==> src/scanline_run_length_decoder_core_assert.svh <==
// Assertion macros for the scanline run-length decoder.
// Used by the top level; expects signals clk and arst_n in scope.
`ifndef SCANLINE_RUN_LENGTH_DECODER_CORE_ASSERT_SVH
`define SCANLINE_RUN_LENGTH_DECODER_CORE_ASSERT_SVH

// Same-cycle implication, disabled during reset
`define SRLD_ASSERT_NOW(label, ante, cons, msg) \
	label: assert property (@(posedge clk) disable iff (!arst_n) (ante) |-> (cons)) \
		else $error(msg);

// Next-cycle implication, disabled during reset
`define SRLD_ASSERT_NEXT(label, ante, cons, msg) \
	label: assert property (@(posedge clk) disable iff (!arst_n) (ante) |=> (cons)) \
		else $error(msg);

`endif

==> src/srld_pkg.sv <==
// Package for the scanline run-length decoder: phase type, queue entry type
// and shared constants. No dependencies.
package srld_pkg;

	localparam int unsigned WIDTH_W = 15;
	localparam int unsigned BYTE_W = 8;
	localparam logic [WIDTH_W-1:0] LINE_WIDTH_RESET = 15'd1;
	localparam int unsigned QUEUE_DEPTH = 2;
	localparam logic [BYTE_W-1:0] HDR_LIT_MIN = 8'h80;

	// Decoder phase: what the next byte means
	typedef enum logic [1:0] {
		PH_HEADER  = 2'd0,
		PH_RUN     = 2'd1,
		PH_LITERAL = 2'd2
	} phase_t;

	// One classified byte handed from the front to the back
	typedef struct packed {
		logic [BYTE_W-1:0] value;  // byte to write (0 for headers)
		logic [BYTE_W-1:0] count;  // copies wanted (0 for headers)
		logic              last;   // byte closes its packet
	} op_t;

endpackage

==> src/srld_if.sv <==
// Stream interfaces for the scanline run-length decoder: encoded byte in,
// decoded pixel run out. Depends on nothing.
interface code_stream_if;
	logic       valid;
	logic       ready;
	logic [7:0] code_byte;

	modport source (output valid, output code_byte, input ready);
	modport sink (input valid, input code_byte, output ready);
endinterface

interface pixel_stream_if;
	logic       valid;
	logic       ready;
	logic [7:0] pixel_value;
	logic [7:0] copies;
	logic       line_end;

	modport source (output valid, output pixel_value, output copies, output line_end,
		input ready);
	modport sink (input valid, input pixel_value, input copies, input line_end,
		output ready);
endinterface

==> src/scanline_run_length_decoder_core.sv <==
// Top level of the scanline run-length decoder: width register, front, queue
// and back. Depends on srld_pkg, srld_if and the assertion header.
//
// Decodes signed-byte run-length packets, one code byte per clock while the
// queue has room. Each accepted byte gives exactly one result: headers give
// value 0 and copies 0, run and literal bytes give the byte and its copy
// count clipped to the pixels left in the line, with line_end on the last
// byte of the packet that fills the line. Sustained rate is one byte per
// cycle while the output is not stalled. A byte taken goes into the
// front-to-back queue, then into the output register, from which its result
// transfers. Writing line_width flushes the decoder and starts a new line;
// write it only while the decoder is idle. No clearing pass after reset.
`include "scanline_run_length_decoder_core_assert.svh"

module scanline_run_length_decoder_core #(
	parameter int unsigned QUEUE_DEPTH = srld_pkg::QUEUE_DEPTH
) (
	input  logic                         clk,
	input  logic                         arst_n,
	input  logic                         cfg_we,
	input  logic [srld_pkg::WIDTH_W-1:0] cfg_wdata,
	code_stream_if.sink                  code_in,
	pixel_stream_if.source               pix_out
);

	logic [srld_pkg::WIDTH_W-1:0] line_width_q;
	logic [srld_pkg::WIDTH_W-1:0] width_load;
	logic          f_valid, f_ready;
	srld_pkg::op_t f_op;
	logic          b_valid, b_ready;
	srld_pkg::op_t b_op;

	// Line width register
	always_ff @(posedge clk or negedge arst_n) begin
		if (!arst_n) begin
			line_width_q <= srld_pkg::LINE_WIDTH_RESET;
		end else if (cfg_we) begin
			line_width_q <= cfg_wdata;
		end
	end

	// Width seen by the back: the new value in the write cycle, else the register
	assign width_load = cfg_we ? cfg_wdata : line_width_q;

	srld_front u_front (
		.clk      (clk),
		.arst_n   (arst_n),
		.flush    (cfg_we),
		.code_in  (code_in),
		.op_valid (f_valid),
		.op       (f_op),
		.op_ready (f_ready)
	);

	srld_queue #(
		.DEPTH (QUEUE_DEPTH)
	) u_queue (
		.clk      (clk),
		.arst_n   (arst_n),
		.flush    (cfg_we),
		.wr_valid (f_valid),
		.wr_op    (f_op),
		.wr_ready (f_ready),
		.rd_valid (b_valid),
		.rd_op    (b_op),
		.rd_ready (b_ready)
	);

	srld_back u_back (
		.clk        (clk),
		.arst_n     (arst_n),
		.flush      (cfg_we),
		.line_width (width_load),
		.op_valid   (b_valid),
		.op         (b_op),
		.op_ready   (b_ready),
		.pix_out    (pix_out)
	);

	// Checks
	`SRLD_ASSERT_NEXT(a_cfg_flush_in, cfg_we, code_in.ready, "queue not empty after width write")
	`SRLD_ASSERT_NEXT(a_cfg_flush_out, cfg_we, !pix_out.valid, "output held after width write")
	`SRLD_ASSERT_NOW(a_copies_max, pix_out.valid, pix_out.copies <= 8'd128, "copies above packet max")

endmodule

==> src/srld_front.sv <==
// Front of the decoder: accepts code bytes, tracks packet phase and turns each
// byte into a queue entry. Depends on srld_pkg and code_stream_if.
module srld_front (
	input  logic                 clk,
	input  logic                 arst_n,
	input  logic                 flush,
	code_stream_if.sink          code_in,
	output logic                 op_valid,
	output srld_pkg::op_t        op,
	input  logic                 op_ready
);

	srld_pkg::phase_t phase_q, phase_d;
	logic [7:0] pending_q, pending_d;
	logic [7:0] pending_dec;
	logic       take;

	assign code_in.ready = op_ready;
	assign op_valid = code_in.valid;
	assign take = code_in.valid && op_ready;
	assign pending_dec = pending_q - 8'd1;

	// Phase register
	always_ff @(posedge clk or negedge arst_n) begin
		if (!arst_n) begin
			phase_q <= srld_pkg::PH_HEADER;
			pending_q <= 8'd0;
		end else if (flush) begin
			phase_q <= srld_pkg::PH_HEADER;
			pending_q <= 8'd0;
		end else if (take) begin
			phase_q <= phase_d;
			pending_q <= pending_d;
		end
	end

	// Classify the byte and pick the next phase
	always_comb begin
		phase_d = phase_q;
		pending_d = pending_q;
		op.value = code_in.code_byte;
		op.count = 8'd0;
		op.last = 1'b0;
		case (phase_q)
			srld_pkg::PH_RUN: begin
				op.count = pending_q;
				op.last = 1'b1;
				pending_d = 8'd0;
				phase_d = srld_pkg::PH_HEADER;
			end
			srld_pkg::PH_LITERAL: begin
				op.count = 8'd1;
				pending_d = pending_dec;
				if (pending_dec == 8'd0) begin
					op.last = 1'b1;
					phase_d = srld_pkg::PH_HEADER;
				end
			end
			default: begin
				// header byte: emits an entry with value 0 and count 0
				op.value = 8'd0;
				if (code_in.code_byte < srld_pkg::HDR_LIT_MIN) begin
					pending_d = code_in.code_byte + 8'd1;
					phase_d = srld_pkg::PH_RUN;
				end else begin
					pending_d = (~code_in.code_byte) + 8'd1;
					phase_d = srld_pkg::PH_LITERAL;
				end
			end
		endcase
	end

endmodule

==> src/srld_queue.sv <==
// Short queue between decoder front and back so each side stalls on its own.
// Depends on srld_pkg.
module srld_queue #(
	parameter int unsigned DEPTH = srld_pkg::QUEUE_DEPTH
) (
	input  logic          clk,
	input  logic          arst_n,
	input  logic          flush,
	input  logic          wr_valid,
	input  srld_pkg::op_t wr_op,
	output logic          wr_ready,
	output logic          rd_valid,
	output srld_pkg::op_t rd_op,
	input  logic          rd_ready
);

	localparam int unsigned PW = (DEPTH > 1) ? $clog2(DEPTH) : 1;
	localparam int unsigned CW = $clog2(DEPTH + 1);

	srld_pkg::op_t  mem_q [DEPTH];
	logic [PW-1:0]  wptr_q, rptr_q;
	logic [CW-1:0]  count_q;
	logic           push, pop;

	assign wr_ready = (count_q != CW'(DEPTH));
	assign rd_valid = (count_q != '0);
	assign push = wr_valid && wr_ready;
	assign pop = rd_valid && rd_ready;
	assign rd_op = mem_q[rptr_q];

	// Entry storage
	always_ff @(posedge clk) begin
		if (push) begin
			mem_q[wptr_q] <= wr_op;
		end
	end

	// Pointers and fill count
	always_ff @(posedge clk or negedge arst_n) begin
		if (!arst_n) begin
			wptr_q <= '0;
			rptr_q <= '0;
			count_q <= '0;
		end else if (flush) begin
			wptr_q <= '0;
			rptr_q <= '0;
			count_q <= '0;
		end else begin
			if (push) begin
				wptr_q <= (wptr_q == PW'(DEPTH - 1)) ? '0 : wptr_q + 1'b1;
			end
			if (pop) begin
				rptr_q <= (rptr_q == PW'(DEPTH - 1)) ? '0 : rptr_q + 1'b1;
			end
			if (push && !pop) begin
				count_q <= count_q + 1'b1;
			end else if (pop && !push) begin
				count_q <= count_q - 1'b1;
			end
		end
	end

endmodule

==> src/srld_back.sv <==
// Back of the decoder: clips each queued entry to the pixels left in the line,
// flags line end and holds the output register. Depends on srld_pkg.
module srld_back (
	input  logic                         clk,
	input  logic                         arst_n,
	input  logic                         flush,
	input  logic [srld_pkg::WIDTH_W-1:0] line_width,
	input  logic                         op_valid,
	input  srld_pkg::op_t                op,
	output logic                         op_ready,
	pixel_stream_if.source               pix_out
);

	logic [srld_pkg::WIDTH_W-1:0] left_q, left_next;
	logic [7:0] copies;
	logic       line_end;
	logic       out_valid_q;
	logic [7:0] value_q, copies_q;
	logic       end_q;
	logic       pop;

	assign op_ready = !out_valid_q || pix_out.ready;
	assign pop = op_valid && op_ready;

	// Clip to remaining width
	always_comb begin
		if (srld_pkg::WIDTH_W'(op.count) < left_q) begin
			copies = op.count;
		end else begin
			copies = left_q[7:0];
		end
		left_next = left_q - srld_pkg::WIDTH_W'(copies);
		line_end = op.last && (left_next == '0);
	end

	// Pixels left in the current line
	always_ff @(posedge clk or negedge arst_n) begin
		if (!arst_n) begin
			left_q <= srld_pkg::LINE_WIDTH_RESET;
		end else if (flush) begin
			left_q <= line_width;
		end else if (pop) begin
			left_q <= line_end ? line_width : left_next;
		end
	end

	// Output register control
	always_ff @(posedge clk or negedge arst_n) begin
		if (!arst_n) begin
			out_valid_q <= 1'b0;
		end else if (flush) begin
			out_valid_q <= 1'b0;
		end else if (op_ready) begin
			out_valid_q <= op_valid;
		end
	end

	// Output register payload
	always_ff @(posedge clk) begin
		if (pop) begin
			value_q <= op.value;
			copies_q <= copies;
			end_q <= line_end;
		end
	end

	assign pix_out.valid = out_valid_q;
	assign pix_out.pixel_value = value_q;
	assign pix_out.copies = copies_q;
	assign pix_out.line_end = end_q;

endmodule
==> src/flat_wrapper.sv <==
// flat-port wrapper written by rule: the top's interface ports become plain ports
module scanline_run_length_decoder_core_flat 
#(
	parameter int unsigned QUEUE_DEPTH = srld_pkg::QUEUE_DEPTH
)
  (clk, arst_n, cfg_we, cfg_wdata, code_in_valid, code_in_code_byte, code_in_ready, pix_out_valid, pix_out_pixel_value, pix_out_copies, pix_out_line_end, pix_out_ready);
  code_stream_if code_in_i ();
  pixel_stream_if pix_out_i ();
  input  logic clk;
  input  logic arst_n;
  input  logic cfg_we;
  input  logic [srld_pkg::WIDTH_W-1:0] cfg_wdata;
  input wire logic [$bits(code_in_i.valid)-1:0] code_in_valid;
  input wire logic [$bits(code_in_i.code_byte)-1:0] code_in_code_byte;
  output wire logic [$bits(code_in_i.ready)-1:0] code_in_ready;
  output wire logic [$bits(pix_out_i.valid)-1:0] pix_out_valid;
  output wire logic [$bits(pix_out_i.pixel_value)-1:0] pix_out_pixel_value;
  output wire logic [$bits(pix_out_i.copies)-1:0] pix_out_copies;
  output wire logic [$bits(pix_out_i.line_end)-1:0] pix_out_line_end;
  input wire logic [$bits(pix_out_i.ready)-1:0] pix_out_ready;
  assign code_in_i.valid = code_in_valid;
  assign code_in_i.code_byte = code_in_code_byte;
  assign code_in_ready = code_in_i.ready;
  assign pix_out_valid = pix_out_i.valid;
  assign pix_out_pixel_value = pix_out_i.pixel_value;
  assign pix_out_copies = pix_out_i.copies;
  assign pix_out_line_end = pix_out_i.line_end;
  assign pix_out_i.ready = pix_out_ready;
  scanline_run_length_decoder_core #(.QUEUE_DEPTH(QUEUE_DEPTH)) u_core (.clk(clk), .arst_n(arst_n), .cfg_we(cfg_we), .cfg_wdata(cfg_wdata), .code_in(code_in_i), .pix_out(pix_out_i));
endmodule
==> config.mk <==
export PLATFORM = sky130hd
export DESIGN_NAME = scanline_run_length_decoder_core_flat
export DESIGN_NICKNAME = d
export VERILOG_FILES = /design/src/srld_pkg.sv /design/src/srld_if.sv /design/src/scanline_run_length_decoder_core.sv /design/src/srld_front.sv /design/src/srld_queue.sv /design/src/srld_back.sv /design/src/flat_wrapper.sv
export VERILOG_INCLUDE_DIRS = /design/src /design/src/src
export SDC_FILE = /design/constraint.sdc
export NUM_CORES = 1
export LEC_CHECK = 0
export BUFFER_PORTS_ARGS = -buffer_cell sky130_fd_sc_hd__buf_2
export CAP_MARGIN = 5
export CORE_MARGIN = 5
export CORE_UTILIZATION = 50
export CTS_CLUSTER_SIZE = 8
export DETAILED_ROUTE_END_ITERATION = 16
export PLACE_DENSITY = 0.69
export SYNTH_ARGS = -nofsm -noshare
export SYNTH_HDL_FRONTEND = slang
export SYNTH_SLANG_ARGS = --single-unit
==> constraint.sdc <==
create_clock -name clk -period 16.45 [get_ports clk]
set_input_delay 4.1125 -clock clk [delete_from_list [all_inputs] [get_ports clk]]
set_output_delay 4.1125 -clock clk [all_outputs]
set_load 0.02 [all_outputs]
[After elaboration in Yosys (flattened, before gate mapping)]
Memories as Yosys holds them, arrays and structs flattened.
Cells that the tools add are included.
Storage, ports and cells
  output and inout bits: 19
  latch bits: 0
  RAM bits: 34
  logic and storage cells: 75
  input port bits: 28
  register bits: 62
  memories kept: 1
  bits in read-only memories: 0
Memory list
  u_core.u_queue.mem_q: words 2, bits a word 17, read ports 1, clocked after memory_dff 0, write ports 1, RTL line srld_queue.sv:20  | srld_pkg::op_t mem_q [DEPTH];
Cells by class
  div/mod/pow operators: 0
  equal/unequal tests: 4
  bitwise gates (word level): 1
  add/sub/neg operators: 8
  shift-type cells: 0
  multipliers: 0
  multiplexer cells: 30
  reduce and logical (&&, ||, !) cells: 18
  magnitude comparators: 2
Operator list (number)
  $mux W15: 4
  $mux W8: 5
  $pmux W9 S2: 1
  $add A8 B1 Y8 const B: 2
  $pmux W8 S2: 1
  $logic_not A15 Y1: 1
  $lt A8 B15 Y1: 1
  $sub A15 B8 Y15: 1
  $mux W2: 7
  $mux W1: 11
  $logic_not A8 Y1: 1
  $lt A8 B8 Y1 const B: 1
  $not A8 Y8: 1
  $reduce_bool A2 Y1: 4
  $sub A8 B1 Y8 const B: 1
  $logic_and A1 B1 Y1: 5
  $pmux W2 S2: 1
  $logic_not A1 Y1: 3
  $ne A3 B3 Y1 const B: 1
  $reduce_bool A3 Y1: 1
  $add A1 B1 Y1 const B: 2
  $add A2 B1 Y2 const B: 1
  $eq A2 B1 Y1 const B: 1
  $eq A2 B2 Y1 const B: 1
  5 further kinds: 5

[Longest topological paths before layout]
An unclocked memory read counts as a cell.
  depth after elaboration: 9
  mapped depth: 25
  depth with buffers taken out: 21

[Hierarchy]
Synthesis repeated with hierarchy kept, for this count alone.
Unflattened totals
  cells, all modules: 488
  area, all modules: 5547.8 um^2
By module, submodules not included
  srld_back: cells an instance 244, times used 1, area an instance 2422.3 um^2, seq. area each 912.1 um^2
  srld_queue: cells an instance 78, times used 1, area an instance 1463.9 um^2, seq. area each 1121.1 um^2
  srld_front: cells an instance 134, times used 1, area an instance 1047.3 um^2, seq. area each 250.2 um^2
  scanline_run_length_decoder_core: cells an instance 32, times used 1, area an instance 614.3 um^2, seq. area each 376.6 um^2

[Least setup slack after synthesis]
OpenSTA, ideal clock, no wires.
  path type: input port to flip-flop
  from: in code_in_code_byte[7]
  to: reg u_core.u_front.pending_q[4]
  slack: 10.565 ns
  required time: 16.314 ns
  path buffers: 2
  data arrival time: 5.749 ns
  library setup time: 0.136 ns
  cell stages on the path: 10
  cell sequence: clkbuf_1 -> clkbuf_1 -> xor2_1 -> ha_1 -> a21o_1 -> a22oi_1 -> xor2_1 -> o22ai_1 -> nand2_1 -> a21oi_1
On the way
  longest elaborated chain between the ends: 5
Ends and longest elaborated chain
  from (decl): RTL line flat_wrapper.sv:14  | input wire logic [$bits(code_in_i.code_byte)-1:0] code_in_code_byte;
  $lt A8 B8 Y1: RTL line srld_front.sv:62  | if (code_in.code_byte < srld_pkg::HDR_LIT_MIN) begin
  $mux W8: RTL line srld_front.sv:62
  $pmux W8 S2: RTL line srld_front.sv:44  | case (phase_q)
  $mux W8: RTL line srld_front.sv:31  | end else if (take) begin
  $mux W8: RTL line srld_front.sv:28  | end else if (flush) begin
  to (signal assigned): RTL line srld_front.sv:33  | pending_q <= pending_d;
  to (decl): RTL line srld_front.sv:14  | logic [7:0] pending_q, pending_d;
No other way between the ends. The select of a mux whose other input is x is not followed.
A chain may end at the register's enable or synchronous reset.

[Worst setup path in the final report]
  from: reg u_core.u_queue.rptr_q
  to: reg u_core.u_back.left_q[3] (netlist bit)
On the way
  longest elaborated chain between the ends: 9
Ends and longest elaborated chain
  from (decl): RTL line srld_queue.sv:21  | logic [PW-1:0] wptr_q, rptr_q;
  from (signal assigned): RTL line srld_queue.sv:53  | rptr_q <= (rptr_q == PW'(DEPTH - 1)) ? '0 : rptr_q + 1'b1;
  $mem_v2 Z2 W17 *
  $lt A8 B15 Y1: RTL line srld_back.sv:27  | if (srld_pkg::WIDTH_W'(op.count) < left_q) begin
  $mux W8 *: RTL line srld_back.sv:27
  named net u_core.u_back.copies[0]: RTL line srld_back.sv:15  | logic [7:0] copies;
  $sub A15 B8 Y15 *: RTL line srld_back.sv:32  | left_next = left_q - srld_pkg::WIDTH_W'(copies);
  $logic_not A15 Y1: RTL line srld_back.sv:33  | line_end = op.last && (left_next == '0);
  $logic_and A1 B1 Y1: RTL line srld_back.sv:33
  $mux W15 *: RTL line srld_back.sv:43  | left_q <= line_end ? line_width : left_next;
  $mux W15 *: RTL line srld_back.sv:42  | end else if (pop) begin
  $mux W15 *: RTL line srld_back.sv:40  | end else if (flush) begin
  to (signal assigned): RTL line srld_back.sv:39  | left_q <= srld_pkg::LINE_WIDTH_RESET;
  to (signal assigned): RTL line srld_back.sv:41  | left_q <= line_width;
  to (signal assigned): RTL line srld_back.sv:43
  to (decl): RTL line srld_back.sv:14  | logic [srld_pkg::WIDTH_W-1:0] left_q, left_next;
The timed path passes the listed nets; every way through them passes the cells marked *. The select of a mux whose other input is x is not followed.

==> report_table.html <==
<table>
<tr><th>Metric</th><th>Value</th></tr>
<tr><th colspan="2">Status</th></tr>
<tr><td>Outcome</td><td>finished clean</td></tr>
<tr><th colspan="2">Logic synthesis</th></tr>
<tr><td>Main flop type after synthesis</td><td>sky130_fd_sc_hd__edfxtp_1</td></tr>
<tr><td>Synth warnings</td><td>0</td></tr>
<tr><td>Post-synthesis net count</td><td>574</td></tr>
<tr><td>Post-synthesis cell count</td><td>529</td></tr>
<tr><td>FF+latch count, synth</td><td>96</td></tr>
<tr><td>Cell variety after synth</td><td>71</td></tr>
<tr><td>Sequential area share after synthesis</td><td>48.0%</td></tr>
<tr><td>Post-synth EDFFs</td><td>51</td></tr>
<tr><td>Post-synthesis instance area</td><td>0.00554 mm²</td></tr>
<tr><td>Average size of a mapped cell</td><td>10.5 µm²</td></tr>
<tr><td>Fraction of registers with async set or reset after synthesis</td><td>46.9%</td></tr>
<tr><th colspan="2">Placed design</th></tr>
<tr><td>HPWL after detailed placement</td><td>9030 µm</td></tr>
<tr><td>Final weighted congestion of routability-driven global placement</td><td>0.935</td></tr>
<tr><td>Quantity of I/O buffers inserted on ports</td><td>46</td></tr>
<tr><td>Post-placement cell count</td><td>692</td></tr>
<tr><th colspan="2">Layout</th></tr>
<tr><td>Layout fillers</td><td>945</td></tr>
<tr><td>Ratio of cells with drive above 1 in the final layout</td><td>18.8%</td></tr>
<tr><td>Number of diodes added for antenna fixing</td><td>0</td></tr>
<tr><td>Fin cells</td><td>708</td></tr>
<tr><td>Final Net Count</td><td>608</td></tr>
<tr><td>FF+latch area</td><td>0.00266 mm²</td></tr>
<tr><td>Multi-input gate area in the final layout</td><td>0.00265 mm²</td></tr>
<tr><td>Area overhead of the layout relative to synthesis</td><td>9.01%</td></tr>
<tr><th colspan="2">STA</th></tr>
<tr><td>Pin slew with the least headroom to its limit</td><td>0.991 ns</td></tr>
<tr><td>Final Max Slew Viols</td><td>0</td></tr>
<tr><td>Final total negative setup slack</td><td>0 ns</td></tr>
<tr><td>Final setup violation count</td><td>0</td></tr>
<tr><td>Fmax</td><td>142 MHz</td></tr>
<tr><td>Min cycle time layout</td><td>7.03 ns</td></tr>
<tr><td>Setup Skew</td><td>0.0184 ns</td></tr>
<tr><td>Headroom to the max-slew limit</td><td>32.2%</td></tr>
<tr><td>Count of final hold-check violations</td><td>0</td></tr>
<tr><td>Smallest hold slack</td><td>0.509 ns</td></tr>
<tr><td>Unrepaired setup endpoints after global routing</td><td>no</td></tr>
<tr><td>Final worst-path cycle share</td><td>42.7%</td></tr>
<tr><th colspan="2">Critical path</th></tr>
<tr><td>Worst setup path category</td><td>flip-flop to flip-flop</td></tr>
<tr><td>Maximum single-stage delay on the critical path</td><td>0.90 ns</td></tr>
<tr><td>Cell-by-cell listing of the critical path</td><td>mux2i_1 -&gt; inv_1 -&gt; ha_1 -&gt; a211oi_1 -&gt; nand3_1 -&gt; nand2_1 -&gt; nand2_1 -&gt; o21ai_0 -&gt; ha_1 -&gt; inv_1 -&gt; fa_1 -&gt; maj3_1 -&gt; maj3_1 -&gt; xnor2_1 -&gt; o21ai_0 -&gt; o211ai_1 -&gt; a2111oi_4 -&gt; and4_1 -&gt; a21oi_2 -&gt; a2bb2oi_1</td></tr>
<tr><td>Top fanout value on the critical path</td><td>18</td></tr>
<tr><td>CP Data Required Time</td><td>16.68 ns</td></tr>
<tr><td>Startpoint type of the worst setup path</td><td>flip-flop</td></tr>
<tr><td>Worst-path cell with the longest stage delay</td><td>sky130_fd_sc_hd__dfrtp_1</td></tr>
<tr><td>CP Data Arrival Time</td><td>7.26 ns</td></tr>
<tr><td>Type of element capturing the critical path</td><td>flip-flop</td></tr>
<tr><th colspan="2">Flow run</th></tr>
<tr><td>Number of maximum-capacitance constraint violations</td><td>0</td></tr>
<tr><th colspan="2">Floorplan</th></tr>
<tr><td>Die Wd</td><td>115 µm</td></tr>
<tr><td>Overall die height</td><td>115 µm</td></tr>
<tr><td>Number of top-level pins</td><td>47</td></tr>
<tr><td>Placeable Area</td><td>0.0108 mm²</td></tr>
<tr><td>Row count</td><td>38</td></tr>
<tr><td>Die Area</td><td>0.0133 mm²</td></tr>
<tr><td>Initial core utilization</td><td>51.1%</td></tr>
<tr><th colspan="2">Power</th></tr>
<tr><td>Total chip power</td><td>0.906 mW</td></tr>
<tr><td>Cell area power density</td><td>150 mW/mm²</td></tr>
<tr><td>Peak VDD IR</td><td>0.0000871 V</td></tr>
<tr><td>Total leakage power</td><td>2.38 nW</td></tr>
<tr><th colspan="2">Global routing</th></tr>
<tr><td>Largest net degree at the start of global routing</td><td>46</td></tr>
<tr><td>Wire length of the first global-routing pass</td><td>20900 µm</td></tr>
<tr><td>Gr usage total</td><td>19.7%</td></tr>
<tr><td>Remaining Overflow, GRT</td><td>0</td></tr>
<tr><td>Number of antenna violations at the first check in global routing</td><td>0</td></tr>
<tr><td>Vias in the first global route</td><td>4073</td></tr>
<tr><th colspan="2">Clock tree</th></tr>
<tr><td>Clk buf depth</td><td>2</td></tr>
<tr><td>Sinks on the clock net</td><td>96</td></tr>
<tr><td>Setup repair bufs after CTS</td><td>0</td></tr>
<tr><td>Worst skew pair latency</td><td>0.37 ns</td></tr>
<tr><td>H-Tree Level Count</td><td>3</td></tr>
<tr><td>Root buffer cell</td><td>sky130_fd_sc_hd__clkbuf_8</td></tr>
<tr><td>Clock slew seen by the registers of the worst setup and hold paths</td><td>0.11 ns</td></tr>
<tr><td>Cts hold-fix bufs</td><td>0</td></tr>
<tr><td>Clock buffers created by TritonCTS</td><td>9</td></tr>
<tr><td>Post-cts sizing count</td><td>0</td></tr>
<tr><td>TritonCTS clock tree</td><td>done</td></tr>
<tr><th colspan="2">Detailed routing</th></tr>
<tr><td>Via density</td><td>5.92</td></tr>
<tr><td>Remaining routing DRC violations</td><td>0</td></tr>
<tr><td>Average wire per standard cell</td><td>17.5 µm</td></tr>
<tr><td>Vias post-DR</td><td>4191</td></tr>
<tr><td>Wirelength, routed</td><td>12400 µm</td></tr>
<tr><td>Number of nets with antenna violations after detailed routing</td><td>0</td></tr>
<tr><td>DR iter-0 viols</td><td>386</td></tr>
<tr><td>DRT Pass-1 Iters</td><td>5</td></tr>
<tr><th colspan="2">Worst hold path</th></tr>
<tr><td>Type of the worst min-delay path</td><td>flip-flop to flip-flop</td></tr>
</table>
cells by family after synthesis:
group	synth area share [%]
buffers and inverters	4.42
AND/OR/NAND/NOR	15.9
XOR/XNOR	3.95
multiplexers	6.95
flip-flops	48.0
AO/OA/AOI/OAI	16.4
adder cells (fa/ha/maj)	4.33
final cells by class:
type,instances,area share [%]
sequential,96,44.0
multi-input combinational,376,43.8
timing repair buffer,47,3.93
tap,140,2.90
clock buffer,9,2.05
inverter,33,2.05
clock inverter,7,1.26
power by group:
| part | total, mW | internal [mW] | switching, mW |
|---|---|---|---|
| logic | 0.399 | 0.156 | 0.243 |
| registers | 0.354 | 0.307 | 0.0468 |
| clock network | 0.153 | 0.0593 | 0.0934 |
path summary, 6_finish.rpt:
check / start / cells past startpoint / slack (ns) / to
max in group asynchronous: arst_n / 1 / 11.92 / u_core.u_front.pending_q[6]
worst min register to register: u_core.line_width_q[12] / 1 / 0.51 / u_core.line_width_q[12]
worst max-delay path: u_core.u_queue.rptr_q / 20 / 9.42 / u_core.u_back.left_q[3]
worst max register to register: u_core.u_queue.rptr_q / 20 / 9.42 / u_core.u_back.left_q[3]
worst min-delay path: u_core.line_width_q[12] / 1 / 0.51 / u_core.line_width_q[12]
min in group asynchronous: arst_n / 1 / 3.88 / u_core.u_back.left_q[12]
routing by layer:
| layer | track usage [%] | wire (µm) |
|---|---|---|
| met1 | 30.2 | 5960 |
| met2 | 28.4 | 5400 |
| met3 | 4.00 | 860 |
| met4 | 5.40 | 179 |
| met5 | 0 | 0 |
flip-flops by register name, indices dropped and copies added (netlist names):
register and count:
u_core.u_back.pix_out.copies 8, u_core.u_back.left_q 15, u_core.u_queue.rptr_q 1, u_core.u_front.phase_q 2, u_core.u_back.pix_out.line_end 1, u_core.u_back.pix_out.valid 1, u_core.line_width_q 15, u_core.u_front.pending_q 8
u_core.u_queue.mem_q 34, u_core.u_back.pix_out.pixel_value 8, u_core.u_queue.wptr_q 1, u_core.u_queue.count_q 2
layout by cell type, fill, tap and decap left out, drive strengths merged, types with 11 or more instances in the layout:
cell type  instances
a21oi             22
and2              11
buf               47
dfrtp             43
edfxtp            51
ha                16
inv               35
mux2              25
nand2             41
nand3             14
nor2              37
nor2b             11
nor3              14
o21ai             33
o22ai             11
xnor2             18
synth_stat cells (12+ instances only):
cell type / count / share of area [%]
sky130_fd_sc_hd__xnor2_1: 18 / 2.8
sky130_fd_sc_hd__nor3_1: 12 / 1.1
sky130_fd_sc_hd__a21oi_1: 21 / 1.9
sky130_fd_sc_hd__dfrtp_1: 43 / 19
sky130_fd_sc_hd__clkbuf_1: 16 / 1.1
sky130_fd_sc_hd__nand2_1: 40 / 2.7
sky130_fd_sc_hd__o21ai_0: 31 / 2.8
sky130_fd_sc_hd__inv_1: 33 / 2.2
sky130_fd_sc_hd__mux2_2: 25 / 5.1
sky130_fd_sc_hd__nand3_1: 14 / 1.3
sky130_fd_sc_hd__nor2_1: 37 / 2.5
sky130_fd_sc_hd__edfxtp_1: 51 / 28
sky130_fd_sc_hd__ha_1: 16 / 3.6
metrics by stage:
stage / worst slack, ns / cell area [µm²] / util, %
after CTS: 9.50 / 6040 / 55.7
final: 9.42 / 6040 / 55.7
after detailed placement: 9.55 / 5840 / 53.9
after global placement: 9.81 / 5840 / 53.9
after global routing: 8.94 / 6040 / 55.7
after floorplan: 10.57 / 5540 / -
worst max-delay path, delay by kind of cell, from the launching register on:
| kind | cells | cell delay (ns) |
|---|---|---|
| AO/OA/AOI/OAI | 7 | 1.94 |
| buffers and inverters | 2 | 0.18 |
| XOR/XNOR | 1 | 0.13 |
| multiplexers | 1 | 0.58 |
| adder cells (fa/ha/maj) | 5 | 1.81 |
| AND/OR/NAND/NOR | 4 | 1.34 |
| flip-flops | 1 | 0.90 |
(Power assumes the default switching activity.)
